===== src/wgm_pkg.sv =====
package wgm_pkg;

  // action codes
  localparam logic [1:0] ACT_CLEAR  = 2'd0;
  localparam logic [1:0] ACT_APPEND = 2'd1;
  localparam logic [1:0] ACT_VALUE  = 2'd2;
  localparam logic [1:0] ACT_END    = 2'd3;

  // pattern wildcards
  localparam logic [7:0] CHAR_STAR  = 8'h2A;
  localparam logic [7:0] CHAR_QMARK = 8'h3F;

  localparam logic [7:0] CHAR_UPPER_A = 8'h41;
  localparam logic [7:0] CHAR_UPPER_Z = 8'h5A;
  localparam logic [7:0] CASE_OFFSET  = 8'h20;

  // one transaction moved into the store and the position tracker
  typedef struct packed {
    logic       fire;
    logic [1:0] action;
    logic [7:0] ch;
  } wgm_cmd_t;

  function automatic logic [7:0] fold_case(input logic [7:0] c);
    if (c >= CHAR_UPPER_A && c <= CHAR_UPPER_Z) begin
      return c + CASE_OFFSET;
    end
    return c;
  endfunction

endpackage


===== src/wgm_req_if.sv =====
interface wgm_req_if;
  logic       valid;
  logic       ready;
  logic [1:0] action;
  logic [7:0] ch;

  modport source(output valid, output action, output ch, input ready);
  modport sink(input valid, input action, input ch, output ready);
endinterface


===== src/wgm_rsp_if.sv =====
interface wgm_rsp_if;
  logic valid;
  logic ready;
  logic matched;
  logic pattern_overflow;

  modport source(output valid, output matched, output pattern_overflow, input ready);
  modport sink(input valid, input matched, input pattern_overflow, output ready);
endinterface


===== src/wildcard_glob_matcher.sv =====
// Channel  Dir  Payload                     Transaction
// req      in   action[1:0], ch[7:0]        valid & ready at clk rise
// rsp      out  matched, pattern_overflow   valid & ready at clk rise
//
// One transaction per cycle sustained. A request is held in the
// input register; the match set and pattern store update from there in a
// single step (log-depth star closure), and an end-of-value result is then
// written to the output register. Synchronous reset clears the length,
// overflow flag and both valid flags; the match set returns to start. Only
// end-of-value requests wait on a full output register; others pass freely.
module wildcard_glob_matcher #(
  parameter int MAX_PATTERN = 32
) (
  input logic            clk,
  input logic            rst,
  wgm_req_if.sink        req,
  wgm_rsp_if.source      rsp
);

  localparam int LEN_W = $clog2(MAX_PATTERN + 1);

  // input register
  logic       s1_valid;
  logic [1:0] s1_action;
  logic [7:0] s1_ch;
  logic       s1_go;
  logic       s1_is_end;

  // output register
  logic       out_valid;
  logic       out_matched;
  logic       out_ovf;

  wgm_pkg::wgm_cmd_t          cmd;
  logic [LEN_W-1:0]           length;
  logic                       overflow;
  logic [MAX_PATTERN-1:0]     en;
  logic [MAX_PATTERN-1:0]     star;
  logic [MAX_PATTERN-1:0]     qmark;
  logic [MAX_PATTERN-1:0][7:0] lit;
  logic                       hit;

  assign s1_is_end = (s1_action == wgm_pkg::ACT_END);
  // an end-of-value request needs a free output slot (or one being drained)
  assign s1_go     = s1_valid && (!s1_is_end || !out_valid || rsp.ready);
  assign req.ready = !s1_valid || s1_go;

  always_ff @(posedge clk) begin
    if (rst) begin
      s1_valid <= 1'b0;
    end else if (req.ready) begin
      s1_valid <= req.valid;
    end
  end

  always_ff @(posedge clk) begin
    if (req.ready && req.valid) begin
      s1_action <= req.action;
      s1_ch     <= req.ch;
    end
  end

  assign cmd.fire   = s1_go;
  assign cmd.action = s1_action;
  assign cmd.ch     = s1_ch;

  wgm_store #(.MAX_PATTERN(MAX_PATTERN)) u_store (
    .clk      (clk),
    .rst      (rst),
    .cmd      (cmd),
    .length   (length),
    .overflow (overflow),
    .en       (en),
    .star     (star),
    .qmark    (qmark),
    .lit      (lit)
  );

  wgm_nfa #(.MAX_PATTERN(MAX_PATTERN)) u_nfa (
    .clk    (clk),
    .rst    (rst),
    .cmd    (cmd),
    .length (length),
    .en     (en),
    .star   (star),
    .qmark  (qmark),
    .lit    (lit),
    .hit    (hit)
  );

  always_ff @(posedge clk) begin
    if (rst) begin
      out_valid <= 1'b0;
    end else if (s1_go && s1_is_end) begin
      out_valid <= 1'b1;
    end else if (rsp.ready) begin
      out_valid <= 1'b0;
    end
  end

  // overflow forces no match
  always_ff @(posedge clk) begin
    if (s1_go && s1_is_end) begin
      out_matched <= hit && !overflow;
      out_ovf     <= overflow;
    end
  end

  assign rsp.valid            = out_valid;
  assign rsp.matched          = out_matched;
  assign rsp.pattern_overflow = out_ovf;

endmodule


===== src/wgm_store.sv =====
module wgm_store #(
  parameter int MAX_PATTERN = 32,
  localparam int LEN_W = $clog2(MAX_PATTERN + 1)
) (
  input  logic                            clk,
  input  logic                            rst,
  input  wgm_pkg::wgm_cmd_t               cmd,
  output logic [LEN_W-1:0]                length,
  output logic                            overflow,
  output logic [MAX_PATTERN-1:0]          en,
  output logic [MAX_PATTERN-1:0]          star,
  output logic [MAX_PATTERN-1:0]          qmark,
  output logic [MAX_PATTERN-1:0][7:0]     lit
);

  localparam int IDX_W = (MAX_PATTERN > 1) ? $clog2(MAX_PATTERN) : 1;

  logic             has_room;
  logic             do_write;
  logic [IDX_W-1:0] widx;

  assign has_room = (length < LEN_W'(MAX_PATTERN));
  assign do_write = cmd.fire && (cmd.action == wgm_pkg::ACT_APPEND) && has_room;
  assign widx     = length[IDX_W-1:0];

  always_ff @(posedge clk) begin
    if (rst) begin
      length   <= '0;
      overflow <= 1'b0;
    end else if (cmd.fire) begin
      case (cmd.action)
        wgm_pkg::ACT_CLEAR: begin
          length   <= '0;
          overflow <= 1'b0;
        end
        wgm_pkg::ACT_APPEND: begin
          if (has_room) begin
            length <= length + LEN_W'(1);
          end else begin
            overflow <= 1'b1;
          end
        end
        default: begin
        end
      endcase
    end
  end

  // entries held pre-decoded; case folded once on entry
  always_ff @(posedge clk) begin
    if (do_write) begin
      lit[widx]   <= wgm_pkg::fold_case(cmd.ch);
      star[widx]  <= (cmd.ch == wgm_pkg::CHAR_STAR);
      qmark[widx] <= (cmd.ch == wgm_pkg::CHAR_QMARK);
    end
  end

  always_comb begin
    for (int i = 0; i < MAX_PATTERN; i++) begin
      en[i] = (LEN_W'(i) < length);
    end
  end

endmodule


===== src/wgm_nfa.sv =====
module wgm_nfa #(
  parameter int MAX_PATTERN = 32,
  localparam int LEN_W = $clog2(MAX_PATTERN + 1)
) (
  input  logic                            clk,
  input  logic                            rst,
  input  wgm_pkg::wgm_cmd_t               cmd,
  input  logic [LEN_W-1:0]                length,
  input  logic [MAX_PATTERN-1:0]          en,
  input  logic [MAX_PATTERN-1:0]          star,
  input  logic [MAX_PATTERN-1:0]          qmark,
  input  logic [MAX_PATTERN-1:0][7:0]     lit,
  output logic                            hit
);

  localparam int N   = MAX_PATTERN + 1;
  localparam int LVL = $clog2(N);

  logic [N-1:0] active;
  logic [N-1:0] active_next;
  logic [N-1:0] gen [LVL+1];
  logic [N-1:0] prp [LVL+1];
  logic [N-1:0] cur;
  logic [N-1:0] nxt;
  logic [7:0]   vch;

  // star closure as a parallel prefix: c[j] = a[j] | (c[j-1] & star[j-1])
  always_comb begin
    gen[0] = active;
    prp[0] = {en & star, 1'b0};
    for (int l = 0; l < LVL; l++) begin
      for (int j = 0; j < N; j++) begin
        if (j >= (1 << l)) begin
          gen[l+1][j] = gen[l][j] | (prp[l][j] & gen[l][j - (1 << l)]);
          prp[l+1][j] = prp[l][j] & prp[l][j - (1 << l)];
        end else begin
          gen[l+1][j] = gen[l][j];
          prp[l+1][j] = prp[l][j];
        end
      end
    end
    cur = gen[LVL];
  end

  assign hit = cur[length];
  assign vch = wgm_pkg::fold_case(cmd.ch);

  // one value byte: star holds its position, others advance on a match
  always_comb begin
    nxt = '0;
    for (int i = 0; i < MAX_PATTERN; i++) begin
      if (cur[i] && en[i]) begin
        if (star[i]) begin
          nxt[i] = 1'b1;
        end else if (qmark[i] || lit[i] == vch) begin
          nxt[i+1] = 1'b1;
        end
      end
    end
  end

  always_comb begin
    active_next = active;
    if (cmd.fire) begin
      case (cmd.action)
        wgm_pkg::ACT_VALUE: active_next = nxt;
        default:            active_next = N'(1);
      endcase
    end
  end

  always_ff @(posedge clk) begin
    if (rst) begin
      active <= N'(1);
    end else begin
      active <= active_next;
    end
  end

endmodule

===== src/flat_wrapper.sv =====
// flat-port wrapper written by rule: the top's interface ports become plain ports
module wildcard_glob_matcher_flat 
#(
  parameter int MAX_PATTERN = 32
)
  (clk, rst, req_valid, req_action, req_ch, req_ready, rsp_valid, rsp_matched, rsp_pattern_overflow, rsp_ready);
  wgm_req_if req_i ();
  wgm_rsp_if rsp_i ();
  input logic clk;
  input logic rst;
  input wire logic [$bits(req_i.valid)-1:0] req_valid;
  input wire logic [$bits(req_i.action)-1:0] req_action;
  input wire logic [$bits(req_i.ch)-1:0] req_ch;
  output wire logic [$bits(req_i.ready)-1:0] req_ready;
  output wire logic [$bits(rsp_i.valid)-1:0] rsp_valid;
  output wire logic [$bits(rsp_i.matched)-1:0] rsp_matched;
  output wire logic [$bits(rsp_i.pattern_overflow)-1:0] rsp_pattern_overflow;
  input wire logic [$bits(rsp_i.ready)-1:0] rsp_ready;
  assign req_i.valid = req_valid;
  assign req_i.action = req_action;
  assign req_i.ch = req_ch;
  assign req_ready = req_i.ready;
  assign rsp_valid = rsp_i.valid;
  assign rsp_matched = rsp_i.matched;
  assign rsp_pattern_overflow = rsp_i.pattern_overflow;
  assign rsp_i.ready = rsp_ready;
  wildcard_glob_matcher #(.MAX_PATTERN(MAX_PATTERN)) u_core (.clk(clk), .rst(rst), .req(req_i), .rsp(rsp_i));
endmodule

===== config.mk =====
export PLATFORM = sky130hd
export DESIGN_NAME = wildcard_glob_matcher_flat
export DESIGN_NICKNAME = d
export VERILOG_FILES = /design/src/wgm_pkg.sv /design/src/wgm_req_if.sv /design/src/wgm_rsp_if.sv /design/src/wildcard_glob_matcher.sv /design/src/wgm_store.sv /design/src/wgm_nfa.sv /design/src/flat_wrapper.sv
export SDC_FILE = /design/constraint.sdc
export NUM_CORES = 1
export LEC_CHECK = 0
export BUFFER_PORTS_ARGS = -buffer_cell sky130_fd_sc_hd__buf_4
export CORE_MARGIN = 8
export CORE_UTILIZATION = 30
export DETAILED_ROUTE_END_ITERATION = 6
export GPL_TIMING_DRIVEN = 0
export SYNTH_ARGS = -nofsm -noshare
export SYNTH_HDL_FRONTEND = slang
export SYNTH_SLANG_ARGS = --single-unit

===== constraint.sdc =====
create_clock -name clk -period 11.5 [get_ports clk]
set_input_delay 2.875 -clock clk [delete_from_list [all_inputs] [get_ports clk]]
set_output_delay 2.875 -clock clk [all_outputs]
set_load 0.1 [all_outputs]

==> results of run 1 <==
==> registers in the layout, indices dropped and copies added (netlist names) <==
signal	cells
u_core.rsp.matched	1
u_core.s1_valid	1
u_core.u_store.overflow	1
u_core.u_store.star	32
u_core.s1_action	2
u_core.s1_ch	8
u_core.rsp.pattern_overflow	1
u_core.rsp.valid	1
u_core.u_store.length	6
u_core.u_store.qmark	32
u_core.u_nfa.active	33
u_core.u_store.lit	256
==> cell usage after synthesis (all sizes together) (30+ instances only) <==
| library cell | number |
|---|---|
| a21oi | 67 |
| a31oi | 47 |
| buf | 32 |
| clkbuf | 38 |
| dfxtp | 42 |
| edfxtp | 332 |
| nand2 | 75 |
| nand3 | 46 |
| nor2 | 99 |
| nor3 | 30 |
| nor4 | 43 |
| o21ai | 53 |
| xnor2 | 129 |
| xor2 | 129 |
==> final timing paths <==
kind / from / to / slack, ns / depth (start not counted)
worst min-delay path: u_core.u_nfa.active[24] / u_core.u_nfa.active[24] / 0.48 / 2
worst max-delay path: rsp_ready / req_ready / 4.91 / 6
worst min register to register: u_core.u_nfa.active[24] / u_core.u_nfa.active[24] / 0.48 / 2
worst max register to register: u_core.u_store.length[1] / u_core.rsp.matched / 5.59 / 14
==> power breakdown <==
part / switching (mW) / internal (mW)
sequential: 0.00999 / 1.48
combinational: 0.0788 / 0.0403
clock: 0.552 / 0.729
total: 0.640 / 2.25
==> area by class of cell <==
cell class | instances | area, µm²
fillers | 5605 | 37600
flip-flops and latches | 374 | 10800
multi-input cells | 928 | 6220
clock buffers | 48 | 1050
well taps | 765 | 957
plain buffers | 70 | 327
repair buffers | 24 | 269
clock inverters | 25 | 251
inverters | 24 | 90.1
==> cell families after synthesis <==
kind of cell	count (synthesis)	synth area share
buffers and inverters	94	0.0239
AO/OA/AOI/OAI	286	0.112
adder cells (fa/ha/maj)	6	0.00431
flip-flops	374	0.621
AND/OR/NAND/NOR	376	0.108
multiplexers	2	0.00122
XOR/XNOR	258	0.130
==> tightest hold or removal path, stage by stage (launching register included) <==
cell and delay [ns]:
dfxtp_1 0.32, nand2_1 0.06, a21oi_1 0.05
==> cell usage in the layout, fill, tap and decap left out, types with 5 or more instances in the layout <==
cell type	n
o21ai_0	43
or3_1	7
a21oi_1	64
edfxtp_1	332
and2_1	11
xor2_1	129
a31o_2	6
clkbuf_1	45
inv_1	22
nand3_1	46
o41ai_1	7
o21ai_1	10
o21a_1	7
xnor2_1	129
clkbuf_16	41
nor2b_1	12
o211ai_1	7
or2_2	5
nand2b_1	10
a211oi_1	8
clkinv_1	13
buf_4	25
dfxtp_1	42
a31oi_1	45
buf_2	16
nand2_1	73
nor3_1	26
buf_1	7
nor2_1	96
a22oi_1	13
and3_1	13
ha_1	6
nand4_1	12
a21o_1	8
nor4_1	42
==> metal layers <==
metal	routed length, µm	vias up	track usage
met5	0	-	0
met4	1370	0	0.0451
met3	3420	93	0.0246
met2	22300	426	0.227
met1	22700	5903	0.203
li1	-	5344	-
==> per-stage QoR <==
step | instance area (µm²) | worst slack, ns | hold WS (ns) | cells | power (mW)
after CTS | 19900 | 4.91 | 0.482 | 2256 | 2.91
after detailed placement | 18600 | 4.92 | 0.474 | 2183 | 1.64
final | 20000 | 4.91 | 0.482 | 2258 | 2.89
after global placement | 18500 | 4.96 | 0.464 | 2177 | 1.63
after floorplan | 17400 | 4.89 | 0.432 | 1396 | 1.59
after global routing | 20000 | 4.82 | 0.493 | 2258 | 2.98
==> summary.md, run 1 <==
| Metric | Value |
|---|---|
| Core region area | `between 50000 and 60000 µm²` |
| TritonCTS sink count | `between 300 and 400` |
| Fraction of post-synthesis cell area in the top cell type by area | `0.572` |
| Clock slew seen by the registers of the worst setup and hold paths | `0.06 ns` |
| Worst path max stage delay | `roughly 0.24 ns` |
| Count of flip-flops with a built-in enable after synthesis | `between 300 and 400` |
| Cell chain of the critical path | `buf_4 -> nor2b_1 -> nand3_1 -> inv_1 -> nand2_1 -> buf_4` |
| Layout overhead on the synthesized area | `14.7%` |
| Routed wire length | `between 40 and 50 mm` |
| Post-synthesis register bit count | `374` |
| Gr usage total | `0.145` |
| Leak | `approximately 6.3 nW` |
| Worst clock skew | `~0.044 ns` |
| Number of DRC violations after detailed routing | `0` |
| Post-synth top flop | `edfxtp_1` |
| Critical path's slowest cell | `buf_4` |
| Power density cells | `between 100 and 150 nW/µm²` |
| Number of instances resized during post-cts repair | `0` |
| CP most frequent cell | `buf_4` |
| Routed via count | `roughly 12000` |
| Final period demand of the worst path | `6.59 ns` |
| Max Fclk | `~150 MHz` |
| Post-synthesis cell count | `between 1000 and 1500` |
| Die span in y | `roughly 260 µm` |
| Kind of path behind the tightest hold check | `reg -> reg` |
| Total grt overflow | `0` |
| Deepest level of the CTS H-tree | `2` |
| Fraction of final layout cells sized beyond drive strength 1 | `0.0931` |
| Worst IR Drop VDD | `0.108 mV` |
| Cells taking the most area after synthesis | `edfxtp_1 (57%), xnor2_1 (6.5%), xor2_1 (6.5%)` |
| Clock tree from TritonCTS | `built` |
| Count of warnings emitted by yosys | `0` |
| Kind of capture point of the worst setup path | `output pin` |
| CTS root buf | `clkbuf_16` |
| Crit path buffers/inverters | `3` |
| Number of buffers inserted during clock tree synthesis | `41` |
| Delay-heaviest family, CP | `buffers and inverters` |
| Number of primary I/O pins | `18` |
| Diodes inserted | `0` |
| Worst-case headroom to the max-slew limit | `0.121` |
| Asr flop ratio synth | `0` |
| Number of buffers inserted to repair setup after CTS | `0` |
| CTS Buffer Depth | `3` |
| Cell Area, Synth | `roughly 17000 µm²` |
| Remaining antenna violation count after routing | `0` |
| Sequential fraction of the synthesis area | `0.621` |
| Worst-Skew Late Latency | `0.58 ns` |
| Number of endpoints with negative hold slack in the final report | `0` |
| Post-synthesis area per instance | `approximately 12 µm²` |
| Worst Path Arrival | `around 3.7 ns` |
| Data required time of the critical path | `8.63 ns` |
| Number of DRC violations after detailed-routing iteration 0 | `around 1000` |
| Sum of net half-perimeters after detailed placement | `34.8 mm` |
| Category of the worst setup path launch point | `input pin` |
| Average vias per placed instance | `5.21` |
| Number of nets in the synthesized netlist | `~1400` |
| Number of global-route vias before repair | `about 11000` |
| Initial Utilization | `0.302` |
| Total die area | `around 66000 µm²` |
| Class of the most critical setup path | `in -> out` |
| Number of rows in the core area | `between 80 and 90` |
| Final Cycle Share | `0.573` |
| Max capacitance violation total | `0` |
| Placer Congestion | `slightly above 0.9` |
| Final setup violation count | `0` |
| Slew Limit Fails | `0` |
| Largest fanout on the critical path | `3` |
| Final core utilization | `0.347` |
| DIE WIDTH | `257 µm` |
| Number of distinct standard cells referenced by the synthesized netlist | `83` |
| Post-CTS Hold Fix Bufs | `0` |
| Worst-Margin Slew | `1.32 ns` |
| Total of buffers placed on input and output ports | `16` |
| Detail-routed net length per standard cell | `roughly 22 µm` |
| Run status | `finished clean` |
| Largest net degree at the start of global routing | `34` |
| Final Net Count | `1483` |
| Initial antenna violation count | `1` |
| Final total negative setup slack | `0 ns` |
| Setup repair after global routing missed its margin | `false` |
| Library cell with the largest summed area after synthesis | `edfxtp_1` |
| First-pass GRT wire length | `73.9 mm` |
| Count of TritonRoute iterations in the first routing pass | `5` |
(Power assumes the default switching activity.)
==> run 2, diff against run 1 <==
--- a/config.mk
+++ b/config.mk
@@ -5,6 +5,7 @@
 export SDC_FILE = /design/constraint.sdc
 export NUM_CORES = 1
 export LEC_CHECK = 0
+export ABC_AREA = 1
 export BUFFER_PORTS_ARGS = -buffer_cell sky130_fd_sc_hd__buf_4
 export CORE_MARGIN = 8
 export CORE_UTILIZATION = 30
==> constraint.sdc (replaced) <==
create_clock -name clk -period 6.51 [get_ports clk]
set_input_delay 1.6275 -clock clk [delete_from_list [all_inputs] [get_ports clk]]
set_output_delay 1.6275 -clock clk [all_outputs]
set_load 0.1 [all_outputs]
==> run 2 against run 1 <==
Area after synthesis grew 4.8%. Flip-flop and latch count is the same. Global-route usage grew 0.66 points. Largest cell class unchanged. Hold slack lost 0.016 ns. Cell count grew 21%. Count of clock-buffer cells in the layout is the same. Core utilization shrank 0.49 points. Largest power group unchanged. Register-to-register slack lost 3.9 ns.
==> summary.md, run 2 <==
| Metric | Value |
|---|---|
| Run status | `finished clean` |
| Average vias per placed instance | `4.93` |
| Number of nets in the synthesized netlist | `between 1500 and 2000` |
| Final Cycle Share | `0.741` |
| Crit path buffers/inverters | `3` |
| Cell with the most instances after synthesis | `nand2_1` |
| TritonCTS sink count | `374` |
| Largest net degree at the start of global routing | `42` |
| Worst-case headroom to the max-slew limit | `0.0846` |
| Power density cells | `about 240 nW/µm²` |
| Number of endpoints with negative hold slack in the final report | `0` |
| Count of warnings emitted by yosys | `0` |
| Worst-Margin Slew | `between 1 and 1.5 ns` |
| Gr usage total | `0.152` |
| CTS root buf | `clkbuf_16` |
| Asr flop ratio synth | `0` |
| Kind of path behind the tightest hold check | `reg -> reg` |
| Max capacitance violation total | `0` |
| Data required time of the critical path | `roughly 7 ns` |
| Fraction of final layout cells sized beyond drive strength 1 | `0.102` |
| Clock slew seen by the registers of the worst setup and hold paths | `about 0.060 ns` |
| CTS Buffer Depth | `3` |
| Share of cell area taken by muxes after synthesis | `0` |
| Die span in y | `263 µm` |
| Category of the worst setup path launch point | `flop` |
| Fin Hold WS | `roughly 0.47 ns` |
| Delay-heaviest family, CP | `buffers and inverters` |
| Deepest level of the CTS H-tree | `2` |
| Post-synthesis register bit count | `between 300 and 400` |
| Cells taking the most area after synthesis | `edfxtp_1 (55%), nand2_1 (8.3%), dfxtp_1 (4.6%)` |
| Total of buffers placed on input and output ports | `16` |
| CP most frequent cell | `nand4_1` |
| Initial antenna violation count | `0` |
| Post-synth top flop | `edfxtp_1` |
| Top cells by instance count after synthesis | `nand2_1 (406), edfxtp_1 (332), nor2_1 (181), inv_1 (150), nand3_1 (130)` |
| Worst path max stage delay | `1.27 ns` |
| Count of flip-flops with a built-in enable after synthesis | `between 300 and 400` |
| Placed cell count | `approximately 2700` |
| First-pass GRT wire length | `roughly 81 mm` |
| Total die area | `around 70000 µm²` |
| Adder-cell area share of the yosys netlist | `0.00411` |
| Diodes inserted | `0` |
| Class of the most critical setup path | `reg -> reg` |
| Largest family of logic cells by synthesized area | `simple AND/OR/NAND/NOR gates` |
| Simple logic cell fraction of the synthesized area | `0.217` |
| Worst-Skew Late Latency | `between 0.5 and 0.6 ns` |
| Slew Limit Fails | `0` |
| Worst clock skew | `0.0199 ns` |
| Number of rows in the core area | `90` |
| Setup repair after global routing missed its margin | `false` |
| Final total negative setup slack | `0 ns` |
| Post-synthesis area per instance | `9.86 µm²` |
| Routed wire length | `between 50 and 60 mm` |
| Post-detailed-placement cell area | `around 19000 µm²` |
| Post-synthesis cell count | `between 1500 and 2000` |
| Library cell with the largest summed area after synthesis | `edfxtp_1` |
| Worst Path Arrival | `roughly 5.2 ns` |
| Number of DRC violations after detailed-routing iteration 0 | `1265` |
| Most frequent standard cell in the layout excluding fill and tap cells | `nand2_1` |
| Worst IR Drop VDD | `~0.18 mV` |
| Number of primary I/O pins | `18` |
| Max Fclk | `207 MHz` |
| Synth Area in XOR/XNOR | `0.0653` |
| Number of DRC violations after detailed routing | `0` |
| Routed via count | `13414` |
| Largest registers in the final layout | `u_core.u_store.lit (256), u_core.u_nfa.active (33)` |
| Fraction of post-synthesis cell area in the top cell type by area | `0.546` |
| Detail-routed net length per standard cell | `19.7 µm` |
| Cell Area, Synth | `18300 µm²` |
| Clock tree from TritonCTS | `built` |
| Largest fanout on the critical path | `41` |
| Number of buffers inserted during clock tree synthesis | `39` |
| Synthesized-area fraction occupied by ao, oa, aoi and oai cells | `0.0703` |
| Most frequent cells in the layout | `nand2_1 (406), edfxtp_1 (332), nor2_1 (179)` |
| Leak | `about 7.3 nW` |
| Count of TritonRoute iterations in the first routing pass | `7` |
| Final setup violation count | `0` |
| Initial Utilization | `0.303` |
| Final non-filler cell total | `approximately 2700` |
| Number of instances resized during post-cts repair | `0` |
| Kind of capture point of the worst setup path | `flop` |
| Post-CTS Hold Fix Bufs | `0` |
| Core region area | `between 60000 and 70000 µm²` |
| Remaining antenna violation count after routing | `0` |
| Number of distinct standard cells referenced by the synthesized netlist | `51` |
| Total grt overflow | `0` |
| Sequential fraction of the synthesis area | `0.592` |
| Area of all placed cells without fillers | `slightly above 20000 µm²` |
| Number of buffers inserted to repair setup after CTS | `0` |
| Layout overhead on the synthesized area | `12.9%` |
| Critical path's slowest cell | `edfxtp_1` |
| Cell chain of the critical path | `clkinv_1 -> nand4_1 -> nand4_1 -> o21ai_1 -> buf_4 -> buf_2 -> xor2_1 -> nor2_1 -> a31oi_1 -> o22ai_1 -> nand2_1 -> a21oi_1` |
| DIE WIDTH | `approximately 260 µm` |
| Final period demand of the worst path | `approximately 4.8 ns` |
| Max reg flops | `256` |
| Sum of net half-perimeters after detailed placement | `around 39 mm` |
| Placer Congestion | `~0.94` |
| Number of global-route vias before repair | `roughly 13000` |
| Final Net Count | `just under 2000` |
| Register bank with the most flops | `u_core.u_store.lit` |
[run 2: changes by cell type after synthesis, sizes merged, moves of 36 or more]
cell,change
a31oi,-36
nand2,+341
nand3,+91
xnor2,-58
xor2,-64
or2,+38
inv,+139
nor2,+98
[run 2: per-layer routing]
metal | routed length, µm | GRT usage
met1 | 25400 | 0.217
met2 | 24300 | 0.243
met4 | 933 | 0.0323
met3 | 2870 | 0.0201
met5 | 0 | 0
[run 2: logic make-up (layout without fill, tap and decap cells)]
logic type,after synthesis,count (layout)
simple gates,888,888
flops,374,374
buf+inv,226,315
compound gates,221,221
xor+xnor,136,136
fa+ha+maj,6,6
[run 2: final timing paths]
kind                           startpoint  cells after the start                      end  slack, ns
setup / recovery          u_core.s1_ch[3]                     12  u_core.u_nfa.active[16]       1.69
hold / removal    u_core.u_nfa.active[31]                      2  u_core.u_nfa.active[31]       0.47
setup reg to reg          u_core.s1_ch[3]                     12  u_core.u_nfa.active[16]       1.69
hold reg to reg   u_core.u_nfa.active[31]                      2  u_core.u_nfa.active[31]       0.47
[run 2: worst reg2reg max path: stages (launching register included)]
cell and delay, ns:
edfxtp_1 1.27, clkinv_1 0.71, nand4_1 0.26, nand4_1 0.12
o21ai_1 0.38, buf_4 0.29, buf_2 0.72, xor2_1 0.24
nor2_1 0.06, a31oi_1 0.36, o22ai_1 0.13, nand2_1 0.08
a21oi_1 0.06
[run 2: where the power goes]
part | internal (mW) | leakage (nW) | switching, mW
registers | 2.61 | 3.42 | 0.0207
clock network | 1.15 | 0.564 | 0.952
logic | 0.0700 | 3.34 | 0.159
[run 2: cell type report]
| class | instances | area (µm²) |
|---|---|---|
| clock buffers | 48 | 1010 |
| inverters | 165 | 619 |
| well taps | 782 | 978 |
| repair buffers | 19 | 190 |
| clock inverters | 22 | 169 |
| flip-flops and latches | 374 | 10800 |
| multi-input cells | 1251 | 6520 |
| plain buffers | 61 | 308 |
| fillers | 5963 | 39600 |
[run 2: per-stage QoR]
stage | worst slack, ns | total power [mW] | util
2_1_floorplan | 2.30 | 2.82 | -
3_3_place_gp | 1.14 | 2.91 | 0.321
3_5_place_dp | 1.78 | 2.91 | 0.322
4_1_cts | 1.76 | 5.01 | 0.342
5_1_grt | 1.37 | 5.13 | 0.342
6_report | 1.69 | 4.97 | 0.342
